### src/hw/rtl/assert_macros.svh
// Assertion macros for the RTL of the chunk frame parser.
`ifndef ASSERT_MACROS_SVH
`define ASSERT_MACROS_SVH

// The expression must hold at every clock edge outside reset.
`define ASSERT_ALWAYS(lbl, clk, rst, prop) \
   lbl: assert property (@(posedge clk) disable iff (rst) (prop)) \
      else $error("assertion failed: invariant violated");

// When the antecedent holds, the consequent must hold at the same edge.
`define ASSERT_IMPLIES(lbl, clk, rst, ante, cons) \
   lbl: assert property (@(posedge clk) disable iff (rst) (ante) |-> (cons)) \
      else $error("assertion failed: implication violated");

`endif

### src/hw/rtl/cfp_pkg.sv
// Package with types and constants of the chunk frame parser.
`timescale 1ns / 1ps

package cfp_pkg;

   localparam int unsigned ByteWidth  = 8;
   localparam int unsigned PosWidth   = 4;
   localparam int unsigned IdWidth    = 32;
   localparam int unsigned FieldWidth = 16;

   // Byte positions inside the frame header.
   localparam logic [PosWidth-1:0] PosMagic   = 4'd0;
   localparam logic [PosWidth-1:0] PosId0     = 4'd1;
   localparam logic [PosWidth-1:0] PosId1     = 4'd2;
   localparam logic [PosWidth-1:0] PosId2     = 4'd3;
   localparam logic [PosWidth-1:0] PosId3     = 4'd4;
   localparam logic [PosWidth-1:0] PosIndex0  = 4'd5;
   localparam logic [PosWidth-1:0] PosIndex1  = 4'd6;
   localparam logic [PosWidth-1:0] PosTotal0  = 4'd7;
   localparam logic [PosWidth-1:0] PosTotal1  = 4'd8;
   localparam logic [PosWidth-1:0] PosPayload = 4'd9;

   typedef enum logic [1:0] {
      KIND_HEADER  = 2'd0,
      KIND_PAYLOAD = 2'd1,
      KIND_ERROR   = 2'd2
   } kind_type;

   typedef enum logic [1:0] {
      ERR_NONE      = 2'd0,
      ERR_SHORT     = 2'd1,
      ERR_MAGIC     = 2'd2,
      ERR_BAD_INDEX = 2'd3
   } error_type;

   typedef struct packed {
      kind_type                kind;
      logic [IdWidth-1:0]      session_id;
      logic [FieldWidth-1:0]   chunk_index;
      logic [FieldWidth-1:0]   chunk_total;
      logic [ByteWidth-1:0]    payload_byte;
      error_type               error_code;
      logic                    frame_done;
   } result_type;

endpackage

### src/hw/rtl/chunk_frame_parser_unit.sv
// Top level of the chunk frame parser: input stage, frame decode and result register.
// A byte's result passes the input stage and the result register before it shows on the rsp_ channel.
// Throughput: one byte per cycle unless the result stalls, set by the single decode step between
// the input stage and the result register; a stalled result still leaves room for one more byte.
// Reset (synchronous, active high) empties both stages, clears the frame position,
// the drop flag and the magic register.
`timescale 1ns / 1ps
`include "assert_macros.svh"

module chunk_frame_parser_unit (
   input  logic        clock,
   input  logic        reset,
   // Input channel: one frame byte per transfer.
   input  logic        req_valid,
   output logic        req_ready,
   input  logic [7:0]  req_frame_byte,
   input  logic        req_frame_end,
   // Result channel.
   output logic        rsp_valid,
   input  logic        rsp_ready,
   output logic [1:0]  rsp_kind,
   output logic [31:0] rsp_session_id,
   output logic [15:0] rsp_chunk_index,
   output logic [15:0] rsp_chunk_total,
   output logic [7:0]  rsp_payload_byte,
   output logic [1:0]  rsp_error_code,
   output logic        rsp_frame_done,
   // Configuration: expected magic byte.
   input  logic        csr_wr_en,
   input  logic [7:0]  csr_wr_data
);

   // The input stage holds one accepted byte. It moves into the decode step
   // whenever the result register is empty or its result is taken in the
   // same cycle, so the input stage frees up and a new transfer can be taken.
   logic                                 in_valid_ff, in_valid_in;
   logic [cfp_pkg::ByteWidth-1:0]        in_byte_ff;
   logic                                 in_end_ff;

   // Parser state. The accumulators are written lane by lane, each lane at least
   // once per frame before the header is checked, so they need no clearing.
   logic [cfp_pkg::PosWidth-1:0]         pos_ff, pos_in;
   logic                                 drop_ff, drop_in;
   logic [cfp_pkg::IdWidth-1:0]          id_ff, id_in;
   logic [cfp_pkg::FieldWidth-1:0]       index_ff, index_in;
   logic [cfp_pkg::FieldWidth-1:0]       total_ff, total_in;
   logic [cfp_pkg::ByteWidth-1:0]        magic_ff;

   // Result register.
   logic                                 rsp_valid_ff, rsp_valid_in;
   cfp_pkg::result_type                  rsp_ff;
   cfp_pkg::result_type                  result;
   logic                                 produce;
   logic                                 out_free;
   logic                                 advance;

   // Flags on the held result, used by the checks at the end.
   logic                                 rsp_is_error;
   logic                                 rsp_has_code;

   assign out_free  = !rsp_valid_ff || rsp_ready;
   assign advance   = in_valid_ff && out_free;
   assign req_ready = !in_valid_ff || out_free;

   always_comb begin
      if (req_valid && req_ready) begin
         in_valid_in = 1'b1;
      end else if (advance) begin
         in_valid_in = 1'b0;
      end else begin
         in_valid_in = in_valid_ff;
      end
   end

   // Decode of the byte in the input stage against the current frame state.
   always_comb begin
      pos_in   = pos_ff;
      drop_in  = drop_ff;
      id_in    = id_ff;
      index_in = index_ff;
      total_in = total_ff;
      produce  = 1'b0;
      result   = '0;
      result.kind       = cfp_pkg::KIND_HEADER;
      result.error_code = cfp_pkg::ERR_NONE;
      result.frame_done = in_end_ff;

      // Place the byte in its header lane.
      case (pos_ff)
         cfp_pkg::PosId0:    id_in[7:0]      = in_byte_ff;
         cfp_pkg::PosId1:    id_in[15:8]     = in_byte_ff;
         cfp_pkg::PosId2:    id_in[23:16]    = in_byte_ff;
         cfp_pkg::PosId3:    id_in[31:24]    = in_byte_ff;
         cfp_pkg::PosIndex0: index_in[7:0]   = in_byte_ff;
         cfp_pkg::PosIndex1: index_in[15:8]  = in_byte_ff;
         cfp_pkg::PosTotal0: total_in[7:0]   = in_byte_ff;
         cfp_pkg::PosTotal1: total_in[15:8]  = in_byte_ff;
         default: ;
      endcase

      if (drop_ff) begin
         // Rest of a failed frame: silent up to and including its last byte.
         if (in_end_ff) begin
            pos_in  = cfp_pkg::PosMagic;
            drop_in = 1'b0;
         end
      end else if (pos_ff >= cfp_pkg::PosPayload) begin
         produce             = 1'b1;
         result.kind         = cfp_pkg::KIND_PAYLOAD;
         result.payload_byte = in_byte_ff;
         pos_in = in_end_ff ? cfp_pkg::PosMagic : cfp_pkg::PosPayload;
      end else if (pos_ff == cfp_pkg::PosMagic) begin
         if (in_end_ff) begin
            // The length check wins over the magic check.
            produce           = 1'b1;
            result.kind       = cfp_pkg::KIND_ERROR;
            result.error_code = cfp_pkg::ERR_SHORT;
         end else if (in_byte_ff != magic_ff) begin
            produce           = 1'b1;
            result.kind       = cfp_pkg::KIND_ERROR;
            result.error_code = cfp_pkg::ERR_MAGIC;
            drop_in           = 1'b1;
         end else begin
            pos_in = cfp_pkg::PosId0;
         end
      end else if (pos_ff != cfp_pkg::PosTotal1) begin
         if (in_end_ff) begin
            produce           = 1'b1;
            result.kind       = cfp_pkg::KIND_ERROR;
            result.error_code = cfp_pkg::ERR_SHORT;
            pos_in            = cfp_pkg::PosMagic;
         end else begin
            pos_in = pos_ff + cfp_pkg::PosWidth'(1);
         end
      end else begin
         // Last header byte: the header is complete and checked here.
         produce = 1'b1;
         if ((total_in == '0) || (index_in >= total_in)) begin
            result.kind       = cfp_pkg::KIND_ERROR;
            result.error_code = cfp_pkg::ERR_BAD_INDEX;
            if (in_end_ff) begin
               pos_in = cfp_pkg::PosMagic;
            end else begin
               drop_in = 1'b1;
            end
         end else begin
            result.kind        = cfp_pkg::KIND_HEADER;
            result.session_id  = id_in;
            result.chunk_index = index_in;
            result.chunk_total = total_in;
            pos_in = in_end_ff ? cfp_pkg::PosMagic : cfp_pkg::PosPayload;
         end
      end
   end

   always_comb begin
      if (advance) begin
         rsp_valid_in = produce;
      end else if (rsp_ready) begin
         rsp_valid_in = 1'b0;
      end else begin
         rsp_valid_in = rsp_valid_ff;
      end
   end

   always_ff @(posedge clock) begin
      if (reset) begin
         in_valid_ff  <= 1'b0;
         rsp_valid_ff <= 1'b0;
         pos_ff       <= cfp_pkg::PosMagic;
         drop_ff      <= 1'b0;
         magic_ff     <= '0;
      end else begin
         in_valid_ff  <= in_valid_in;
         rsp_valid_ff <= rsp_valid_in;
         if (csr_wr_en) begin
            magic_ff <= csr_wr_data;
         end
         if (advance) begin
            pos_ff  <= pos_in;
            drop_ff <= drop_in;
         end
      end
   end

   // Payload registers, no reset needed.
   always_ff @(posedge clock) begin
      if (req_valid && req_ready) begin
         in_byte_ff <= req_frame_byte;
         in_end_ff  <= req_frame_end;
      end
      if (advance) begin
         id_ff    <= id_in;
         index_ff <= index_in;
         total_ff <= total_in;
      end
      if (advance && produce) begin
         rsp_ff <= result;
      end
   end

   assign rsp_valid        = rsp_valid_ff;
   assign rsp_kind         = rsp_ff.kind;
   assign rsp_session_id   = rsp_ff.session_id;
   assign rsp_chunk_index  = rsp_ff.chunk_index;
   assign rsp_chunk_total  = rsp_ff.chunk_total;
   assign rsp_payload_byte = rsp_ff.payload_byte;
   assign rsp_error_code   = rsp_ff.error_code;
   assign rsp_frame_done   = rsp_ff.frame_done;

   assign rsp_is_error = (rsp_ff.kind == cfp_pkg::KIND_ERROR);
   assign rsp_has_code = (rsp_ff.error_code != cfp_pkg::ERR_NONE);

   // The position never runs past the payload position.
   `ASSERT_ALWAYS(a_pos_range, clock, reset, pos_ff <= cfp_pkg::PosPayload)
   // Only a full input stage behind a stalled result may refuse a transfer.
   `ASSERT_IMPLIES(a_ready_low, clock, reset, !req_ready, in_valid_ff && !out_free)
   // An error result always carries an error code.
   `ASSERT_IMPLIES(a_err_code, clock, reset, rsp_valid_ff && rsp_is_error, rsp_has_code)
   // Header and payload results never carry an error code.
   `ASSERT_IMPLIES(a_ok_code, clock, reset, rsp_valid_ff && !rsp_is_error, !rsp_has_code)

endmodule
### config.mk
export PLATFORM = sky130hd
export DESIGN_NAME = chunk_frame_parser_unit
export DESIGN_NICKNAME = d
export VERILOG_FILES = /design/src/hw/rtl/cfp_pkg.sv /design/src/hw/rtl/chunk_frame_parser_unit.sv
export VERILOG_INCLUDE_DIRS = /design/src /design/src/hw/rtl
export SDC_FILE = /design/constraint.sdc
export NUM_CORES = 1
export LEC_CHECK = 0
export BUFFER_PORTS_ARGS = -buffer_cell sky130_fd_sc_hd__buf_2
export CAP_MARGIN = 20
export CORE_MARGIN = 3
export CORE_UTILIZATION = 62
export CTS_CLUSTER_DIAMETER = 100
export DETAILED_ROUTE_END_ITERATION = 10
export PLACE_DENSITY = 0.95
export SLEW_MARGIN = 20
export SYNTH_ARGS = -nofsm -noshare
export SYNTH_HDL_FRONTEND = slang
export SYNTH_SLANG_ARGS = --single-unit
### constraint.sdc
create_clock -name clock -period 25.8 [get_ports clock]
set_clock_uncertainty 0.2 [all_clocks]
set_input_delay 1.29 -clock clock [delete_from_list [all_inputs] [get_ports clock]]
set_output_delay 1.29 -clock clock [all_outputs]
set_load 0.01 [all_outputs]
## Word level (Yosys, flattened, before mapping)

Index checks and enable logic that the tools add are counted.

| operators by class | value |
|---|---|
| magnitude comparators | 2 |
| $add $sub $neg | 1 |
| bitwise logic cells | 1 |
| multiplexer cells | 48 |
| reduce and logical (&&, ||, !) cells | 16 |
| eq/ne operators | 12 |

Operators by type and width:

| operator | count |
|---|---|
| two-way mux 8 bit | 8 |
| two-way mux 4 bit | 10 |
| two-way mux 1 bit | 20 |
| two-way mux 2 bit | 10 |
| == test 4 x 3 -> 1 bit (second input constant) | 4 |
| >= comparator 16 bit | 1 |
| logical NOT 16 bit | 1 |
| inequality test 4 bit (second input constant) | 3 |
| == test 4 x 2 -> 1 bit (second input constant) | 2 |
| inequality test 8 bit | 1 |
| OR reduction 5 bit | 1 |
| adder 4 x 1 -> 4 bit (second input constant) | 1 |
| == test 4 x 1 -> 1 bit (second input constant) | 1 |
| == test 4 bit (second input constant) | 1 |
| >= comparator 4 bit (second input constant) | 1 |
| logical NOT 4 bit | 1 |
| nonzero test 2 bit | 2 |
| OR reduction 2 bit | 2 |
| logical AND 1 bit | 3 |
| logical OR 1 bit | 3 |
| AND reduction 3 bit | 1 |
| logical NOT 1 bit | 2 |
| inverter 1 bit | 1 |

| storage, ports and cells | value |
|---|---|
| word-level logic and storage cells | 98 |
| output and inout port bits | 79 |
| register bits | 165 |

## Logic depth before layout (Yosys ltp)

Gate-level depths: netlist (run 1).

| logic depth | value |
|---|---|
| depth in word-level cells | 9 |
| depth in mapped cells | 15 |

## Least setup slack after synthesis (run 1)

OpenSTA, ideal clock, no wires.

| timing | value |
|---|---|
| path kind | input -> register |
| start | input port rsp_ready |
| end | register rsp_ff, in the netlist rsp_chunk_index[0] (enable) |
| cell stages on the path | 3 |
| required time | 24,946 ps |
| slack | 17,552 ps |
| arrival | 7,394 ps |
| setup time | 654 ps |
| buffers on the path | 0 |
| path through | nand2b_1 > nand2_1 > a311oi_1 |

| on the way | value |
|---|---|
| word-level cells in the longest chain between the ends | 3 |

Ends and longest elaborated chain:

| element | RTL line | RTL |
|---|---|---|
| from (decl) | chunk_frame_parser_unit.sv:20 | `input logic rsp_ready,` |
| logical OR 1 bit | chunk_frame_parser_unit.sv:61 | `assign out_free = !rsp_valid_ff \|\| rsp_ready;` |
| logical AND 1 bit | chunk_frame_parser_unit.sv:62 | `assign advance = in_valid_ff && out_free;` |
| logical AND 1 bit | chunk_frame_parser_unit.sv:197 | `if (advance && produce) begin` |
| to (signal assigned) | chunk_frame_parser_unit.sv:198 | `rsp_ff <= result;` |
| to (decl) | chunk_frame_parser_unit.sv:51 | `cfp_pkg::result_type rsp_ff;` |

Every way passes these cells.
A chain may end at the register's enable or synchronous reset.

## Final worst setup path (run 1)

| timing | value |
|---|---|
| start | register pos_ff[0] (netlist bit) |
| end | register rsp_ff, in the netlist rsp_error_code[0], data pin |

| on the way | value |
|---|---|
| word-level cells in the longest chain between the ends | 7 |
| elaborated cells on any way between the ends | 18 |

Ends and longest elaborated chain:

| element | RTL line | RTL |
|---|---|---|
| from (decl) | chunk_frame_parser_unit.sv:42 | `logic [cfp_pkg::PosWidth-1:0] pos_ff, pos_in;` |
| from (signal assigned) | chunk_frame_parser_unit.sv:170 | `pos_ff <= cfp_pkg::PosMagic;` |
| from (signal assigned) | chunk_frame_parser_unit.sv:180 | `pos_ff <= pos_in;` |
| == test 4 x 3 -> 1 bit * | chunk_frame_parser_unit.sv:89 | `case (pos_ff)` |
| two-way mux 8 bit * | chunk_frame_parser_unit.sv:89 |  |
| via total_in, one bit | chunk_frame_parser_unit.sv:46 | `logic [cfp_pkg::FieldWidth-1:0] total_ff, total_in;` |
| >= comparator 16 bit / logical NOT 16 bit (equally long branches) | chunk_frame_parser_unit.sv:138 | `if ((total_in == '0) \|\| (index_in >= total_in)) begin` |
| logical OR 1 bit * | chunk_frame_parser_unit.sv:138 |  |
| two-way mux 2 bit * | chunk_frame_parser_unit.sv:138 |  |
| two-way mux 2 bit * | chunk_frame_parser_unit.sv:126 | `end else if (pos_ff != cfp_pkg::PosTotal1) begin` |
| two-way mux 2 bit * | chunk_frame_parser_unit.sv:112 | `end else if (pos_ff == cfp_pkg::PosMagic) begin` |

Mark *: on every way through the listed nets, which the timed path passes. The rest lies on a longest branch.

==> results.py, run 1 <==
metrics = {
    "status": {
        "outcome": "completed",
    },
    "sta": {
        "tns_ns": 0,
        "drv_slew": 0,
        "finalSetupViolations": 0,
        "timing.fmax_ghz": 0.216,
        "finalCritPeriodShare": 0.179,
        "period_needed_ns": 4.63,
        "rsz0062_at_grt": "no",
        "relSlewSlack": 0.333,
        "worst_slack_ns": 21.17,
        "hold_viol": 0,
        "max_slew.worst_pin.slew_ns": 0.999,
    },
    "worst_hold_path": {
        "worstHoldEndpoint": "magic_ff[3]",
        "hp-start": "magic_ff[3]",
        "worstHoldPathCells": 2,
        "hold_class": "reg2reg",
    },
    "logic_synthesis": {
        "synth_cells": 561,
        "ys_warn_count": 0,
        "async_reset_ff_frac": 0,
        "synth_edf_count": 150,
        "synth_nets": 604,
        "ys_types": 50,
        "synth.avg_cell_area_um2": 13.5,
        "synth_seq_cells": 165,
        "synth_area_um2": 7580,
        "synth_seq_area_share": 0.634,
        "synth_flop_cell": "edfxtp_1",
    },
    "final_layout": {
        "n_fill_cell": 670,
        "nets": 690,
        "area_delta_synth_final_pct": 15.1,
        "utilization": 0.748,
        "diodes": 0,
        "design_area_um2": 8730,
        "drive_gt1_frac": 0.321,
    },
    "route": {
        "route.met3.wl_mm": 1.44,
        "dr.max_layer_used": "met4",
        "wl_met1_mm": 6.72,
        "avgRoutedWirePerCell_um": 20.6,
        "viasPerCell": 6.23,
        "drt_iter0_markers": 574,
        "drt-total-wl_mm": 16.6,
        "ant_nets": 0,
        "vias": 5000,
        "dr.pass1.iters": 5,
        "drcViolationCount": 0,
        "wl_met2_mm": 7.96,
    },
    "clock_tree": {
        "cts_htree_levels": 4,
        "cts-root-buf": "clkbuf_16",
        "postCtsSetupBuffers": 0,
        "cts.sinks": 165,
        "clkTransAtPathRegs_ns": 0.07,
        "tritoncts": "done",
        "clock_latency_ns": 0.43,
        "cts.repair.resized": 0,
        "cts_buffers": 17,
        "ctsHoldBuffers": 0,
        "clockBufferDepth": 2,
    },
    "floorplanning": {
        "coreArea_um2": 11700,
        "ios": 101,
        "die-area_um2": 13600,
        "core.rowCount": 39,
        "die_w_um": 117,
        "start_util": 0.650,
        "die_h_um": 117,
    },
    "pwr": {
        "vdd_drop_max_uv": 45.8,
        "leakage_nw": 3.31,
        "power_density_nw_per_um2": 69.7,
    },
    "setup_path": {
        "arrival_ns": 4.58,
        "cp_max_fo": 55,
        "reg2regPathDepth": 10,
        "r2r_setup_slack_ns": 21.17,
        "regToRegStartpoint": "pos_ff[0]",
        "critPathLaunchType": "flop",
        "required_ns": 25.75,
        "worst_setup_path_end_kind": "flop",
        "r2r_end": "rsp_error_code[0]",
        "worst-setup-path-type": "reg2reg",
    },
    "placement": {
        "place_congestion": 0.941,
        "place_area_um2": 8130,
        "dp_hpwl_mm": 10.6,
        "io_buffer_count": 100,
        "preCtsSetupSlack_ns": 21.33,
    },
    "global_routing": {
        "grt_pass1_vias": 4795,
        "groute.usage.overall": 0.249,
        "grt_pass1_wl_mm": 25.2,
        "antenna_found_initial": 0,
        "grt_max_degree": 70,
        "grt_overflow": 0,
    },
    "flow_run": {
        "drv_cap": 0,
    },
}
## power by group
group          switching [mW]  total [mW]  internal [mW]  leakage (nW)
Clock                   0.117       0.256          0.139         0.294
Sequential            0.00674       0.311          0.304          1.55
Combinational          0.0272      0.0414         0.0143          1.46
## critical path, cell delays in order (launching register included)
cell      delay, ns
dfxtp_1        0.41
ha_1           0.30
nand3b_1       0.47
o21ai_0        0.61
ha_1           0.32
nand2b_1       0.13
a2111o_1       0.42
a311oi_2       0.44
nand4_4        0.28
buf_4          0.44
nor3b_2        0.27
## sequential cells by signal (all words and copies together) (netlist names)
name / count
rsp_valid: 1
in_end_ff: 1
rsp_kind: 2
drop_ff: 1
total_ff: 16
in_valid_ff: 1
id_ff: 32
rsp_chunk_index: 16
magic_ff: 8
index_ff: 16
in_byte_ff: 8
pos_ff: 4
rsp_session_id: 32
rsp_payload_byte: 8
rsp_chunk_total: 16
rsp_error_code: 2
rsp_frame_done: 1
## synth_stat cells, types with 3 or more instances
cell,instances,share of area
buf_6,5,0.0074
nand2b_1,6,0.0050
a21oi_1,18,0.012
o21ai_0,31,0.020
nor3_2,16,0.021
dfxtp_1,15,0.040
buf_2,8,0.0053
mux2i_1,11,0.015
nor3_1,4,0.0026
mux2_2,24,0.036
xnor2_1,9,0.010
edfxtp_1,150,0.59
nand2_1,42,0.021
clkbuf_1,22,0.011
nor3b_1,26,0.026
nor2_1,24,0.012
a21boi_0,8,0.0079
nand4_1,6,0.0050
nor2b_1,3,0.0025
nor4_1,14,0.012
nand3_1,7,0.0046
ha_1,21,0.035
inv_1,31,0.015
and2_1,4,0.0033
nor3b_2,25,0.041
## logic make-up (layout without fill, tap and decap cells)
group | count (synthesis) | after routing | share of synthesized area
xor gates and xnor gates | 9 | 9 | 0.0104
buffers and inverters | 69 | 168 | 0.0414
DFF | 165 | 165 | 0.634
and+or+nand+nor | 185 | 185 | 0.164
adders and majority gates | 21 | 21 | 0.0347
muxes | 35 | 35 | 0.0502
AOI/OAI and AO/OA | 77 | 77 | 0.0652
## how the worst max path moves through the flow
stage / from / end / cells past startpoint
3_3_place_gp: pos_ff[1] / rsp_error_code[0] / 10
2_1_floorplan: rsp_ready / rsp_chunk_index[0] / 3
6_report: pos_ff[0] / rsp_error_code[0] / 10
4_1_cts: pos_ff[0] / rsp_error_code[0] / 10
5_1_grt: pos_ff[1] / rsp_session_id[19] / 10
3_5_place_dp: pos_ff[0] / rsp_error_code[0] / 10
## per-stage QoR
stage	instances	power [mW]	hold slack [ns]
finish	803	0.609	0.318
global placement	771	0.355	0.285
detailed placement	771	0.357	0.306
CTS	803	0.610	0.321
floorplan	561	0.343	0.273
global route	803	0.626	0.357
## cell type report
cell class                 count  area (um2)  share of cell area
multi-input combinational    327        2490               0.285
inverter                      31         116              0.0133
clock buffer                  17         425              0.0487
sequential                   165        4800               0.551
timing repair buffer         105         538              0.0616
clock inverter                15         174              0.0199
tap                          143         179              0.0205
## cell usage in the layout, fill, tap and decap left out, drive strengths merged, types with 2 or more instances in the layout
| cell | count |
|---|---|
| a2111o | 2 |
| a21boi | 8 |
| a21oi | 18 |
| a22oi | 2 |
| a311oi | 2 |
| a31o | 2 |
| and2 | 4 |
| and3 | 2 |
| buf | 105 |
| clkbuf | 17 |
| dfxtp | 15 |
| edfxtp | 150 |
| ha | 21 |
| inv | 43 |
| mux2 | 24 |
| mux2i | 11 |
| nand2 | 42 |
| nand2b | 6 |
| nand3 | 7 |
| nand4 | 7 |
| nor2 | 24 |
| nor2b | 3 |
| nor3 | 20 |
| nor3b | 51 |
| nor4 | 15 |
| o211ai | 2 |
| o21ai | 31 |
| o31ai | 2 |
| xnor2 | 9 |
## per-layer routing
layer	track usage	vias to the layer above
met5	0	-
met4	0.0933	0
met3	0.0658	45
met2	0.399	300
met1	0.332	2397
li1	-	2258
Note: power is estimated with default switching activity, not from simulation.
==> inputs of run 2 (changes only) <==
Settings changed: CORE_UTILIZATION 62 to 58, PLACE_DENSITY 0.95 to 0.92.
Clock period 25.8 ns to 4.6 ns, I/O delays scaled along.
==> results.py, run 2 (synthesized netlist as in run 1, its figures left out) <==
metrics = {
    "status": {
        "outcome": "completed",
    },
    "global_routing": {
        "grt_pass1_vias": 4885,
        "grt_overflow": 0,
        "grt_pass1_wl_mm": 26.6,
        "groute.usage.overall": 0.241,
        "antenna_found_initial": 1,
        "grt_max_degree": 53,
    },
    "final_layout": {
        "final_common_cell": "edfxtp_1",
        "drive_gt1_frac": 0.307,
        "utilization": 0.713,
        "mostFrequentLayoutCells": "150 x edfxtp_1, 100 x buf_2, 42 x nand2_1",
        "area_delta_synth_final_pct": 19.7,
        "finalNonFillerCells": 866,
        "nets": 723,
    },
    "clock_tree": {
        "cts.repair.resized": 0,
        "clock_latency_ns": 0.43,
        "cts_buffers": 17,
        "ctsHoldBuffers": 30,
        "postCtsSetupBuffers": 0,
        "cts_htree_levels": 4,
        "tritoncts": "done",
        "clockBufferDepth": 2,
        "cts-root-buf": "clkbuf_16",
        "clkTransAtPathRegs_ns": 0.07,
        "cts.sinks": 165,
    },
    "setup_path": {
        "arrival_ns": 4.22,
        "crit_slowest_cell": "and3b_1",
        "crit_top_cell": "ha_1",
        "crit_family": "simple AND/OR/NAND/NOR gates",
        "path_cells": "inv_1, ha_1, and3b_1, a21boi_0, ha_1, nand4_1, nor4_1, a311oi_2, nand4_4, buf_12, nor3b_2",
        "critPathLaunchType": "flop",
        "worst-setup-path-type": "reg2reg",
        "worst_setup_path_end_kind": "flop",
        "cp_max_fo": 52,
        "path_buf_inv": 2,
        "max_stage_delay_ns": 0.60,
        "required_ns": 4.54,
    },
    "route": {
        "avgRoutedWirePerCell_um": 19.9,
        "vias": 5094,
        "viasPerCell": 5.88,
        "ant_nets": 0,
        "drcViolationCount": 0,
        "drt-total-wl_mm": 17.3,
        "drt_iter0_markers": 596,
        "dr.pass1.iters": 5,
    },
    "sta": {
        "worst_slack_ns": 0.323,
        "hold_viol": 0,
        "timing.fmax_ghz": 0.234,
        "hold_slack_ns": 0.319,
        "relSlewSlack": 0.534,
        "tns_ns": 0,
        "finalSetupViolations": 0,
        "period_needed_ns": 4.28,
        "drv_slew": 0,
        "finalCritPeriodShare": 0.930,
        "rsz0062_at_grt": "no",
        "max_slew.worst_pin.slew_ns": 0.693,
    },
    "placement": {
        "dp_hpwl_mm": 10.7,
        "placed_cells": 803,
        "place_congestion": 0.881,
        "preCtsSetupSlack_ns": 0.444,
        "io_buffer_count": 100,
    },
    "floorplanning": {
        "core.rowCount": 41,
        "die_w_um": 120,
        "coreArea_um2": 12700,
        "ios": 101,
        "start_util": 0.596,
        "die_h_um": 120,
        "die-area_um2": 14500,
    },
    "worst_hold_path": {
        "hold_class": "in2reg",
    },
    "pwr": {
        "vdd_drop_max_uv": 364,
        "power_density_nw_per_um2": 371,
        "leakage_nw": 3.45,
    },
    "flow_run": {
        "drv_cap": 0,
    },
}
-- run 2: changes by cell type in the layout (fill, tap and decap cells not counted), moves of 2 or more --
cell / before / now
dlygate4sd3_1: 0 / 30
inv_6: 6 / 0
inv_8: 6 / 0
clkinv_2: 0 / 4
clkinv_4: 0 / 4
buf_4: 5 / 7
clkinv_1: 0 / 2
-- run 2: power breakdown --
group          switching [mW]  leakage, nW  internal (mW)
clock                   0.569        0.274          0.793
sequential             0.0360         1.55           1.71
combinational           0.161         1.63         0.0980
-- run 2: worst register-to-register path, delay by kind of cell, from the launching register on --
| kind | cells | cell delay (ns) |
|---|---|---|
| flip-flops | 1 | 0.36 |
| buffers and inverters | 2 | 0.54 |
| AO/OA/AOI/OAI | 2 | 0.56 |
| AND/OR/NAND/NOR | 5 | 1.60 |
| adder cells (fa/ha/maj) | 2 | 0.73 |
-- run 2: through the flow --
| stage | power (mW) | instance area (um2) |
|---|---|---|
| final | 3.37 | 9070 |
| after global routing | 3.46 | 9070 |
| after detailed placement | 2.00 | 8200 |
| after global placement | 1.99 | 8200 |
| after floorplan | 1.92 | 7600 |
| after CTS | 3.37 | 9070 |
-- run 2: worst paths after layout --
| kind | startpoint | end | slack [ns] | cells past startpoint |
|---|---|---|---|---|
| worst max-delay path | pos_ff[0] | rsp_chunk_index[13] | 0.32 | 11 |
| worst max register to register | pos_ff[0] | rsp_chunk_index[13] | 0.32 | 11 |
| worst min register to register | id_ff[29] | id_ff[29] | 0.36 | 2 |
| worst min-delay path | req_frame_byte[2] | in_byte_ff[2] | 0.32 | 2 |
-- run 2: per-layer routing --
metal  vias up  share of wire  global-route usage
li1       2327              -                   -
met1      2499           0.42               0.328
met2       236           0.48               0.384
met3        32          0.073              0.0543
met4         0          0.027              0.0935
met5         -              0                   0
-- run 2: layout make-up --
class / instances / area, um2
Timing Repair Buffer: 138 / 873
Clock buffer: 18 / 429
Fill cell: 832 / 3650
Multi-Input combinational cell: 327 / 2490
Inverter: 31 / 116
Tap cell: 172 / 215
Antenna cell: 1 / 2.50
Sequential cell: 165 / 4800
Clock inverter: 14 / 138
